[src/rtl/core/rfpd_pkg.sv]
// Types, constants and codes of the pulse pair frame decoder.
// Depends on nothing; used by every module of the block.
package rfpd_pkg;

    localparam int FRAME_PULSES  = 118;
    localparam int SYNC_BITS     = 13;
    localparam int FIELD_BITS    = 9;
    localparam int DECODE_PULSES = 2 * (SYNC_BITS + 5 * FIELD_BITS);
    localparam int COUNT_W       = 7;
    localparam int QUEUE_DEPTH   = 4;

    localparam logic [SYNC_BITS-1:0] SYNC_PATTERN = 13'h0001;

    // Register indexes of the configuration port.
    localparam logic [2:0] CFG_DATA_MIN  = 3'd0;
    localparam logic [2:0] CFG_DATA_MAX  = 3'd1;
    localparam logic [2:0] CFG_LONG_THR  = 3'd2;
    localparam logic [2:0] CFG_PAUSE_MIN = 3'd3;
    localparam logic [2:0] CFG_PAUSE_MAX = 3'd4;
    localparam logic [2:0] CFG_SEED      = 3'd5;

    // Field numbers within a frame.
    localparam logic [2:0] FIELD_SYNC  = 3'd0;
    localparam logic [2:0] FIELD_HC_HI = 3'd1;
    localparam logic [2:0] FIELD_HC_LO = 3'd2;
    localparam logic [2:0] FIELD_ADDR  = 3'd3;
    localparam logic [2:0] FIELD_CMD   = 3'd4;
    localparam logic [2:0] FIELD_CHECK = 3'd5;

    typedef enum logic [2:0] {
        ST_OK       = 3'd0,
        ST_LENGTH   = 3'd1,
        ST_PULSE    = 3'd2,
        ST_PAUSE    = 3'd3,
        ST_SYMBOL   = 3'd4,
        ST_SYNC     = 3'd5,
        ST_PARITY   = 3'd6,
        ST_CHECKSUM = 3'd7
    } rfpd_status_t;

    typedef struct packed {
        logic [15:0] data_pulse_min;
        logic [15:0] data_pulse_max;
        logic [15:0] long_threshold;
        logic [15:0] pause_min;
        logic [15:0] pause_max;
        logic [7:0]  checksum_seed;
    } rfpd_cfg_t;

    // One classified pulse as it travels from the front to the back.
    typedef struct packed {
        logic is_long;
        logic data_bad;
        logic pause_bad;
        logic last;
    } rfpd_item_t;

    typedef struct packed {
        logic         switch_on;
        logic [7:0]   command;
        logic [7:0]   address;
        logic [15:0]  housecode;
        rfpd_status_t status;
    } rfpd_result_t;

endpackage

[src/rtl/core/rfpd_classify.sv]
// Front stage: compares one pulse against the configured windows.
// Depends on rfpd_pkg.
module rfpd_classify (
    input  logic [15:0]        pulse_us,
    input  logic               frame_end,
    input  rfpd_pkg::rfpd_cfg_t cfg,
    output rfpd_pkg::rfpd_item_t item
);

    always_comb begin
        item.is_long   = pulse_us > cfg.long_threshold;
        item.data_bad  = (pulse_us < cfg.data_pulse_min) || (pulse_us > cfg.data_pulse_max);
        item.pause_bad = (pulse_us < cfg.pause_min) || (pulse_us > cfg.pause_max);
        item.last      = frame_end;
    end

endmodule

[src/rtl/core/rfpd_queue.sv]
// Short first-in first-out queue of classified pulses between front and back.
// Depends on rfpd_pkg.
module rfpd_queue #(
    parameter int DEPTH = rfpd_pkg::QUEUE_DEPTH
) (
    input  logic                 aclk,
    input  logic                 aresetn,
    input  logic                 push_valid,
    output logic                 push_ready,
    input  rfpd_pkg::rfpd_item_t push_item,
    output logic                 pop_valid,
    input  logic                 pop_ready,
    output rfpd_pkg::rfpd_item_t pop_item
);

    localparam int AW = (DEPTH > 1) ? $clog2(DEPTH) : 1;
    localparam int CW = $clog2(DEPTH + 1);

    rfpd_pkg::rfpd_item_t slot_reg [DEPTH];
    logic [AW-1:0] wr_ptr_reg, wr_ptr_next;
    logic [AW-1:0] rd_ptr_reg, rd_ptr_next;
    logic [CW-1:0] fill_reg, fill_next;
    logic          push, pop;

    assign push_ready = fill_reg != CW'(DEPTH);
    assign pop_valid  = fill_reg != '0;
    assign pop_item   = slot_reg[rd_ptr_reg];
    assign push       = push_valid && push_ready;
    assign pop        = pop_valid && pop_ready;

    always_comb begin
        wr_ptr_next = wr_ptr_reg;
        rd_ptr_next = rd_ptr_reg;
        if (push) begin
            wr_ptr_next = (wr_ptr_reg == AW'(DEPTH - 1)) ? '0 : wr_ptr_reg + AW'(1);
        end
        if (pop) begin
            rd_ptr_next = (rd_ptr_reg == AW'(DEPTH - 1)) ? '0 : rd_ptr_reg + AW'(1);
        end
        fill_next = fill_reg + CW'(push) - CW'(pop);
    end

    always_ff @(posedge aclk) begin
        if (!aresetn) begin
            wr_ptr_reg <= '0;
            rd_ptr_reg <= '0;
            fill_reg   <= '0;
        end else begin
            wr_ptr_reg <= wr_ptr_next;
            rd_ptr_reg <= rd_ptr_next;
            fill_reg   <= fill_next;
        end
    end

    always_ff @(posedge aclk) begin
        if (push) begin
            slot_reg[wr_ptr_reg] <= push_item;
        end
    end

endmodule

[src/rtl/core/rfpd_decode.sv]
// Back stage: pairs pulses into bits, assembles and checks the fields and
// holds the result register. Depends on rfpd_pkg.
module rfpd_decode (
    input  logic                   aclk,
    input  logic                   aresetn,
    input  logic                   item_valid,
    output logic                   item_ready,
    input  rfpd_pkg::rfpd_item_t   item,
    input  logic [7:0]             checksum_seed,
    output logic                   res_valid,
    input  logic                   res_ready,
    output rfpd_pkg::rfpd_result_t res
);

    localparam int CW = rfpd_pkg::COUNT_W;
    localparam int SW = rfpd_pkg::SYNC_BITS;

    logic [CW-1:0]          count_reg, count_next;
    logic                   first_long_reg, first_long_next;
    logic [SW-1:0]          shift_reg, shift_next;
    logic [3:0]             bit_idx_reg, bit_idx_next;
    logic [2:0]             field_reg, field_next;
    logic [7:0]             acc_reg, acc_next;
    logic [15:0]            hc_reg, hc_next;
    logic [7:0]             addr_reg, addr_next;
    logic [7:0]             cmd_reg, cmd_next;
    logic                   range_err_reg, range_err_next;
    rfpd_pkg::rfpd_status_t dec_err_reg, dec_err_next;
    logic                   too_long_reg, too_long_next;
    logic                   res_valid_reg, res_valid_next;
    rfpd_pkg::rfpd_result_t res_reg, res_next;
    logic                   take;

    // A frame end needs the result register; other pulses always pass.
    assign item_ready = !item.last || !res_valid_reg || res_ready;
    assign take       = item_valid && item_ready;
    assign res_valid  = res_valid_reg;
    assign res        = res_reg;

    always_comb begin
        logic [7:0]             acc_cur;
        logic                   bit_val;
        logic [SW-1:0]          shift_new;
        logic [3:0]             idx_new;
        logic [3:0]             field_len;
        logic [7:0]             byte_val;
        rfpd_pkg::rfpd_status_t status;

        count_next      = count_reg;
        first_long_next = first_long_reg;
        shift_next      = shift_reg;
        bit_idx_next    = bit_idx_reg;
        field_next      = field_reg;
        hc_next         = hc_reg;
        addr_next       = addr_reg;
        cmd_next        = cmd_reg;
        range_err_next  = range_err_reg;
        dec_err_next    = dec_err_reg;
        too_long_next   = too_long_reg;
        res_valid_next  = res_valid_reg && !res_ready;
        res_next        = res_reg;
        bit_val         = 1'b0;
        shift_new       = '0;
        idx_new         = '0;
        field_len       = '0;
        byte_val        = '0;
        status          = rfpd_pkg::ST_OK;

        // The first pulse of a frame starts the checksum from the seed.
        acc_cur  = (count_reg == '0) ? checksum_seed : acc_reg;
        acc_next = acc_reg;

        if (take && !item.last) begin
            acc_next = acc_cur;
            if (count_reg >= CW'(rfpd_pkg::FRAME_PULSES - 1)) begin
                too_long_next = 1'b1;
            end
            if (item.data_bad) begin
                range_err_next = 1'b1;
            end
            if (count_reg < CW'(rfpd_pkg::DECODE_PULSES)) begin
                if (!count_reg[0]) begin
                    first_long_next = item.is_long;
                end else begin
                    if (first_long_reg != item.is_long) begin
                        if (dec_err_next == rfpd_pkg::ST_OK) begin
                            dec_err_next = rfpd_pkg::ST_SYMBOL;
                        end
                    end else begin
                        bit_val = item.is_long;
                    end
                    shift_new = {shift_reg[SW-2:0], bit_val};
                    idx_new   = bit_idx_reg + 4'd1;
                    field_len = (field_reg == rfpd_pkg::FIELD_SYNC) ?
                                4'(rfpd_pkg::SYNC_BITS) : 4'(rfpd_pkg::FIELD_BITS);
                    byte_val  = shift_new[8:1];
                    if ((field_reg <= rfpd_pkg::FIELD_CHECK) && (idx_new >= field_len)) begin
                        if (field_reg == rfpd_pkg::FIELD_SYNC) begin
                            if (shift_new != rfpd_pkg::SYNC_PATTERN &&
                                dec_err_next == rfpd_pkg::ST_OK) begin
                                dec_err_next = rfpd_pkg::ST_SYNC;
                            end
                        end else if (^shift_new[8:0]) begin
                            if (dec_err_next == rfpd_pkg::ST_OK) begin
                                dec_err_next = rfpd_pkg::ST_PARITY;
                            end
                        end else begin
                            unique case (field_reg)
                                rfpd_pkg::FIELD_HC_HI: begin
                                    hc_next  = {byte_val, hc_reg[7:0]};
                                    acc_next = acc_cur + byte_val;
                                end
                                rfpd_pkg::FIELD_HC_LO: begin
                                    hc_next  = {hc_reg[15:8], byte_val};
                                    acc_next = acc_cur + byte_val;
                                end
                                rfpd_pkg::FIELD_ADDR: begin
                                    addr_next = byte_val;
                                    acc_next  = acc_cur + byte_val;
                                end
                                rfpd_pkg::FIELD_CMD: begin
                                    cmd_next = byte_val;
                                    acc_next = acc_cur + byte_val;
                                end
                                rfpd_pkg::FIELD_CHECK: begin
                                    if (byte_val != acc_cur &&
                                        dec_err_next == rfpd_pkg::ST_OK) begin
                                        dec_err_next = rfpd_pkg::ST_CHECKSUM;
                                    end
                                end
                                default: begin
                                end
                            endcase
                        end
                        field_next   = field_reg + 3'd1;
                        bit_idx_next = '0;
                        shift_next   = '0;
                    end else begin
                        shift_next   = shift_new;
                        bit_idx_next = idx_new;
                    end
                end
            end
            if (count_reg != '1) begin
                count_next = count_reg + CW'(1);
            end
        end else if (take) begin
            if (too_long_reg || count_reg != CW'(rfpd_pkg::FRAME_PULSES - 1)) begin
                status = rfpd_pkg::ST_LENGTH;
            end else if (range_err_reg) begin
                status = rfpd_pkg::ST_PULSE;
            end else if (item.pause_bad) begin
                status = rfpd_pkg::ST_PAUSE;
            end else begin
                status = dec_err_reg;
            end
            res_valid_next = 1'b1;
            res_next       = '0;
            res_next.status = status;
            if (status == rfpd_pkg::ST_OK) begin
                res_next.housecode = hc_reg;
                res_next.address   = addr_reg;
                res_next.command   = cmd_reg;
                res_next.switch_on = cmd_reg != 8'd0;
            end
            count_next      = '0;
            first_long_next = 1'b0;
            shift_next      = '0;
            bit_idx_next    = '0;
            field_next      = rfpd_pkg::FIELD_SYNC;
            acc_next        = checksum_seed;
            hc_next         = '0;
            addr_next       = '0;
            cmd_next        = '0;
            range_err_next  = 1'b0;
            dec_err_next    = rfpd_pkg::ST_OK;
            too_long_next   = 1'b0;
        end
    end

    always_ff @(posedge aclk) begin
        if (!aresetn) begin
            count_reg      <= '0;
            first_long_reg <= 1'b0;
            shift_reg      <= '0;
            bit_idx_reg    <= '0;
            field_reg      <= rfpd_pkg::FIELD_SYNC;
            acc_reg        <= checksum_seed;
            hc_reg         <= '0;
            addr_reg       <= '0;
            cmd_reg        <= '0;
            range_err_reg  <= 1'b0;
            dec_err_reg    <= rfpd_pkg::ST_OK;
            too_long_reg   <= 1'b0;
            res_valid_reg  <= 1'b0;
        end else begin
            count_reg      <= count_next;
            first_long_reg <= first_long_next;
            shift_reg      <= shift_next;
            bit_idx_reg    <= bit_idx_next;
            field_reg      <= field_next;
            acc_reg        <= acc_next;
            hc_reg         <= hc_next;
            addr_reg       <= addr_next;
            cmd_reg        <= cmd_next;
            range_err_reg  <= range_err_next;
            dec_err_reg    <= dec_err_next;
            too_long_reg   <= too_long_next;
            res_valid_reg  <= res_valid_next;
        end
    end

    always_ff @(posedge aclk) begin
        res_reg <= res_next;
    end

endmodule

[src/rtl/core/rf_pulse_pair_frame_decoder_unit.sv]
// Top level of the pulse pair radio frame decoder.
// Depends on rfpd_pkg, rfpd_classify, rfpd_queue and rfpd_decode.
//
// Usage:
// Pulse durations in microseconds arrive on the s_ stream, one request per
// pulse, with s_tlast set on the final pause of a frame. Every pulse before
// it is classified against the data window and the long threshold; the last
// one against the pause window. A classified pulse enters a short queue and
// the decoder behind it pairs pulses into bits and checks sync, parity and
// checksum. Exactly one result request leaves on the m_ stream per frame, at
// the pulse that carries s_tlast; other pulses produce nothing.
// Throughput is one pulse per cycle while the queue is not full.
// From the accepted final pause to m_tvalid, the pulse is written into a
// queue slot, is decoded once it reaches the head of the queue, and the
// decode step then loads the result register.
// When the receiver stalls, the result register holds its request and the
// decoder keeps consuming ordinary pulses; only the next frame end waits,
// and once the queue is full s_tready falls until the result is taken.
// Reset (aresetn low, synchronous) empties the queue, clears the frame state
// and restores the configuration registers to their default windows.
// The cfg_ write channel is always ready; indexes 6 and 7 are ignored. It
// must only be written while no frame is in flight.
module rf_pulse_pair_frame_decoder_unit #(
    parameter int QUEUE_DEPTH = rfpd_pkg::QUEUE_DEPTH
) (
    input  logic        aclk,
    input  logic        aresetn,
    // Configuration write channel.
    input  logic        cfg_valid,
    output logic        cfg_ready,
    input  logic [2:0]  cfg_index,
    input  logic [15:0] cfg_data,
    // Pulse input stream.
    input  logic        s_tvalid,
    output logic        s_tready,
    input  logic [15:0] s_tdata,   // [15:0] pulse_us
    input  logic        s_tlast,   // frame_end
    // Result stream.
    output logic        m_tvalid,
    input  logic        m_tready,
    output logic [39:0] m_tdata    // [2:0] status, [18:3] housecode,
                                   // [26:19] address, [34:27] command,
                                   // [35] switch_on, [39:36] zero
);

    rfpd_pkg::rfpd_cfg_t    cfg_reg, cfg_next;
    rfpd_pkg::rfpd_item_t   front_item, back_item;
    rfpd_pkg::rfpd_result_t result;
    logic                   back_valid, back_ready;

    assign cfg_ready = 1'b1;

    // Register bank: each request writes one register selected by index.
    always_comb begin
        cfg_next = cfg_reg;
        if (cfg_valid) begin
            unique case (cfg_index)
                rfpd_pkg::CFG_DATA_MIN:  cfg_next.data_pulse_min = cfg_data;
                rfpd_pkg::CFG_DATA_MAX:  cfg_next.data_pulse_max = cfg_data;
                rfpd_pkg::CFG_LONG_THR:  cfg_next.long_threshold = cfg_data;
                rfpd_pkg::CFG_PAUSE_MIN: cfg_next.pause_min      = cfg_data;
                rfpd_pkg::CFG_PAUSE_MAX: cfg_next.pause_max      = cfg_data;
                rfpd_pkg::CFG_SEED:      cfg_next.checksum_seed  = cfg_data[7:0];
                default: begin
                end
            endcase
        end
    end

    always_ff @(posedge aclk) begin
        if (!aresetn) begin
            cfg_reg.data_pulse_min <= 16'd300;
            cfg_reg.data_pulse_max <= 16'd700;
            cfg_reg.long_threshold <= 16'd500;
            cfg_reg.pause_min      <= 16'd4300;
            cfg_reg.pause_max      <= 16'd14300;
            cfg_reg.checksum_seed  <= 8'd6;
        end else begin
            cfg_reg <= cfg_next;
        end
    end

    rfpd_classify u_classify (
        .pulse_us  (s_tdata),
        .frame_end (s_tlast),
        .cfg       (cfg_reg),
        .item      (front_item)
    );

    rfpd_queue #(
        .DEPTH (QUEUE_DEPTH)
    ) u_queue (
        .aclk       (aclk),
        .aresetn    (aresetn),
        .push_valid (s_tvalid),
        .push_ready (s_tready),
        .push_item  (front_item),
        .pop_valid  (back_valid),
        .pop_ready  (back_ready),
        .pop_item   (back_item)
    );

    rfpd_decode u_decode (
        .aclk          (aclk),
        .aresetn       (aresetn),
        .item_valid    (back_valid),
        .item_ready    (back_ready),
        .item          (back_item),
        .checksum_seed (cfg_reg.checksum_seed),
        .res_valid     (m_tvalid),
        .res_ready     (m_tready),
        .res           (result)
    );

    assign m_tdata = {4'd0, result};

endmodule

[config.mk]
export PLATFORM = sky130hd
export DESIGN_NAME = rf_pulse_pair_frame_decoder_unit
export DESIGN_NICKNAME = d
export VERILOG_FILES = /design/src/rtl/core/rfpd_pkg.sv /design/src/rtl/core/rfpd_classify.sv /design/src/rtl/core/rfpd_queue.sv /design/src/rtl/core/rfpd_decode.sv /design/src/rtl/core/rf_pulse_pair_frame_decoder_unit.sv
export SDC_FILE = /design/constraint.sdc
export NUM_CORES = 1
export LEC_CHECK = 0
export BUFFER_PORTS_ARGS = -buffer_cell sky130_fd_sc_hd__buf_4
export CAP_MARGIN = 5
export CORE_MARGIN = 2
export CORE_UTILIZATION = 45
export CTS_CLUSTER_DIAMETER = 60
export DETAILED_ROUTE_END_ITERATION = 10
export PLACE_DENSITY = 0.75
export SYNTH_ARGS = -nofsm -noshare
export SYNTH_HDL_FRONTEND = slang
export SYNTH_SLANG_ARGS = --single-unit
[constraint.sdc]
create_clock -name aclk -period 4.6 [get_ports aclk]
set_input_delay 0.23 -clock aclk [delete_from_list [all_inputs] [get_ports aclk]]
set_output_delay 0.23 -clock aclk [all_outputs]
set_load 0.005 [all_outputs]
Yosys cells after proc, flatten, opt, wreduce, memory -nomap -nowiden:

Memory sizes are Yosys's and may differ from the RTL's. A register that Yosys moved wholly into a read port is not among the register bits.
Index checks and enable logic that the tools add are counted.

* add/sub/neg operators: 8
* $lt $le $gt $ge: 9
* equal/unequal tests: 34
* mux-type cells: 92
* bitwise gates (word level): 1
* reduce and logical (&&, ||, !) cells: 43

Operators with widths (count)
* 2-to-1 mux 8 bit: 25
* 2-to-1 mux 16 bit: 7
* 2-to-1 mux 3 bit: 26
* 2-to-1 mux 12 bit: 5
* greater-than comparator 16 bit: 3
* less-than comparator 16 bit: 2
* case mux 16 bit (2 select lines): 1
* inequality test 2 bit, second input constant: 14
* 2-to-1 mux 7 bit: 3
* 2-to-1 mux 4 bit: 5
* AND reduction 2 bit: 10
* 2-to-1 mux 1 bit: 16
* AND reduction 8 bit: 2
* zero test 3 bit: 5
* inequality test 7 bit, second input constant: 2
* AND reduction 7 bit: 2
* inequality test 13 x 1 -> 1 bit, second input constant: 1
* == test 3 x 2 -> 1 bit, second input constant: 4
* == test 3 bit, second input constant: 4
* XOR reduction 9 bit: 1
* adder 8 bit: 1
* 2-to-1 mux 2 bit: 4
* inequality test 8 bit: 1
* nonzero test 8 bit: 1
* other kinds (26): 42

* register bits after elaboration: 204
* bits in writable memories: 16
* input port bits: 41
* word-level logic and storage cells: 216
* memories: 1

Memories
* u_queue.slot_reg: words 4, width 4, read ports 1, clocked after memory_dff 1, wr ports 1, RTL line rfpd_queue.sv:19 `rfpd_pkg::rfpd_item_t slot_reg [DEPTH];`

Longest topological paths before layout:

* depth after elaboration: 16
* depth in mapped cells: 14

Modules after synthesis:

From an unflattened synthesis, not the netlist that was laid out.

* cells, all modules: 1207
* area, all modules: 11972.7 µm²

Modules (own cells, without submodules)
* rfpd_decode: instances 1, cells each 532, area each 5480.3 µm², sequential area each 2622.5 µm²
* rf_pulse_pair_frame_decoder_unit: instances 1, cells each 336, area each 3499.6 µm², sequential area each 1761.7 µm²
* rfpd_classify: instances 1, cells each 267, area each 1933.1 µm², sequential area each 0.0 µm²
* rfpd_queue: instances 1, cells each 72, area each 1059.8 µm², sequential area each 660.6 µm²

Least setup slack after synthesis:

OpenSTA, ideal clock, no wires.

* path type: register to register
* start point: reg (tool-made name)
* end point: reg u_decode.acc_reg[0], data pin
* arrival: 3.009 ns
* data required time: 4.329 ns
* slack: 1.319 ns
* cell stages (with the launch flop): 11
* cells stage by stage: dfxtp_1 mux4_1 ha_1 ha_1 xor2_1 xnor2_1 xnor2_1 or4_1 clkbuf_1 mux2i_1 o21ai_0

RTL lines
* end signal, assigned: RTL line rfpd_decode.sv:188 `acc_reg <= checksum_seed;`
* end signal, assigned: RTL line rfpd_decode.sv:202 `acc_reg <= acc_next;`
* end, declared: RTL line rfpd_decode.sv:23 `logic [7:0] acc_reg, acc_next;`

==> impl_metrics.py <==
metrics = {
    "clock_tree": {
        "cts-root-buf": "clkbuf_16",
        "cts_max_level": 1,
        "cts_tree": "built",
        "cts-resized-gates": 0,
        "insertion_delay_ns": 0.51,
        "clockBufferDepth": 3,
        "cts.sinks": 222,
        "path_clk_slew_ns": 0.06,
        "post_cts_buffers": 0,
        "holdBufCountCts": 2,
        "cts_buffers": 24,
    },
    "flow_run": {
        "drv_cap": 0,
    },
    "routing": {
        "drtAntennaViolNets": 0,
        "vias_per_cell": 5.27,
        "detail_route.wl_per_cell_um": 14.5,
        "wl_um": 23500,
        "first_pass_iters": 5,
        "drtIter0Drc": 393,
        "vias": 8517,
        "drt_drc_violations_left": 0,
    },
    "die": {
        "dieArea_um2": 26300,
        "row_count": 57,
        "core_um2": 24500,
        "die_w_um": 162,
        "initial_utilization_pct": 46.0,
        "io_pins": 84,
        "die_height_um": 162,
    },
    "global_route": {
        "grt_pass1_wl_um": 39300,
        "track_usage_pct": 18.0,
        "grt_pass1_vias": 8126,
        "grt_start_max_net_pins": 96,
        "overflow": 0,
        "antenna_found_initial": 0,
    },
    "placed_design": {
        "place.gp.congestion": 0.874,
        "io_buffers": 78,
        "dpl_cell_area_um2": 12100,
        "hpwl_um": 16900,
    },
    "critical_path": {
        "slowest_stage": "or4_1",
        "crit_path_max_incr_delay_ns": 0.85,
        "arrival_ns": 3.98,
        "cp.required_ns": 4.85,
        "startpoint_type": "register",
        "path_max_fanout": 13,
        "crit_type": "register to register",
        "crit_chain": "mux4_1, ha_1, ha_1, xor2_1, xnor2_1, xnor2_1, or4_1, a2111oi_0, nor3_1",
        "end_kind": "register",
    },
    "layout": {
        "fin_area_um2": 13000,
        "final_common_cell": "nand2_1",
        "syn_to_final_growth_pct": 15.2,
        "diodes": 0,
        "nets": 1427,
        "largest_reg_flops": 88,
        "final_cell_mix": "nand2_1, dfxtp_1, inv_1, ha_1, buf_4",
        "drive_above_1_share_pct": 11.1,
    },
    "synth": {
        "synth_edf_count": 60,
        "yosysWarnings": 0,
        "synth_seq_area_share_pct": 44.8,
        "async_reset_ff_share_pct": 0,
        "synthCells": 1206,
        "synth_area_um2": 11300,
        "ys_dominant_reg_cell": "dfxtp_1",
        "synth_seq_cells": 222,
        "syn_area_per_cell_um2": 9.33,
        "synth.distinct_cells": 59,
    },
    "min_path": {
        "min_path_type": "input pin to register",
    },
    "sta": {
        "fin_worst_skew_ns": 0.00722,
        "setup_viol": 0,
        "fin_setup_tns_ns": 0,
        "finalHoldViolCount": 0,
        "timing.slew.headroom_pct": 36.5,
        "fin_crit_sh_pct": 81.1,
        "slew_viol_final": 0,
        "rsz0062_at_grt": "false",
        "timing.final.crit_period_ns": 3.73,
        "worst_pin_slew_ns": 0.951,
        "max_freq_mhz": 268,
    },
    "power_and_ir_drop": {
        "p_leak_nw": 5.25,
        "ir_drop_v": 0.000294,
        "p_per_area_nw_per_um2": 439,
    },
    "status": {
        "status": "finished clean",
    },
}
[layout make-up]
cell class,count,area (um^2)
inverters,110,413
clock buffers,28,637
fillers,2165,11500
repair buffers,88,666
multi-input cells,828,5600
clock inverters,16,198
well taps,324,405
flip-flops and latches,222,5040
[per-layer routing]
| layer | up-vias | part of all wire, % | GRT usage [%] | wire length, um |
|---|---|---|---|---|
| li1 | 4311 | - | - | - |
| met5 | - | 0 | 0 | 0 |
| met2 | 207 | 47 | 30.8 | 11100 |
| met3 | 54 | 4.3 | 2.37 | 1000 |
| met4 | 0 | 3.4 | 6.15 | 797 |
| met1 | 3945 | 45 | 23.6 | 10600 |
[cell families (layout without fill, tap and decap cells)]
family          Yosys count  in the layout  synth area share (%)
xor+xnor                 20             20                  1.56
buf+inv                 159            242                  5.67
mux                      19             19                  2.36
other cells               2              5                0.0667
fa+ha+maj               112            112                  12.6
compound gates          262            262                  16.3
simple gates            410            410                  16.7
flops                   222            222                  44.8
[critical path: cells and delay by family, from the launching register on]
| kind | cells | cell delay [ns] |
|---|---|---|
| adders and majority gates | 2 | 0.50 |
| xor gates and xnor gates | 3 | 0.52 |
| muxes | 1 | 0.61 |
| and+or+nand+nor | 2 | 0.95 |
| AOI/OAI and AO/OA | 1 | 0.46 |
| DFF | 1 | 0.42 |
[final timing paths]
kind / startpoint / end / slack [ns] / depth (start not counted)
hold reg to reg: u_decode.shift_reg[11] / u_decode.shift_reg[11] / 0.46 / 2
setup reg to reg: register / u_decode.acc_reg[7] / 0.87 / 9
setup / recovery: register / u_decode.acc_reg[7] / 0.87 / 9
hold / removal: cfg_data[4] / cfg_reg[60] / 0.01 / 3
[power breakdown]
part | switching, W | internal (W) | leakage [nW] | total, W
sequential | 0.0000962 | 0.00230 | 1.89 | 0.00239
combinational | 0.000771 | 0.000511 | 2.97 | 0.00128
clock | 0.000789 | 0.00122 | 0.394 | 0.00201
[synth_stat cells (all sizes together), types with 8 or more instances]
library cell	count	share of area [%]
a21oi	39	1.7
nor2b	16	0.89
o31ai	11	0.82
inv	110	3.7
nand4	15	0.83
mux2	8	0.83
o211ai	33	2.2
buf	9	0.67
ha	110	12
xor2	10	0.78
nor4	10	0.56
edfxtp	60	16
nor3	15	0.67
a22o	24	1.9
a21o	14	0.93
and2	39	2.2
nand3	29	1.3
o21ai	38	1.7
a21boi	69	4.6
nor2	44	1.5
clkbuf	40	1.3
nand2	213	7.1
xnor2	10	0.78
dfxtp	162	29
[stage by stage]
| step | util [%] | hold WS, ns | setup WS [ns] | power [W] | std cells |
|---|---|---|---|---|---|
| global placement | 49.5 | 0.437 | 0.840 | 0.00368 | 1570 |
| finish | 53.0 | 0.0149 | 0.871 | 0.00569 | 1616 |
| detailed placement | 49.5 | 0.437 | 0.832 | 0.00372 | 1570 |
| floorplan | - | 0.329 | 1.32 | 0.00323 | 1209 |
| global route | 53.0 | 0.0111 | 0.573 | 0.00600 | 1616 |
| CTS | 53.0 | 0.00109 | 0.841 | 0.00572 | 1616 |
Power figures use the tool's default switching activity.
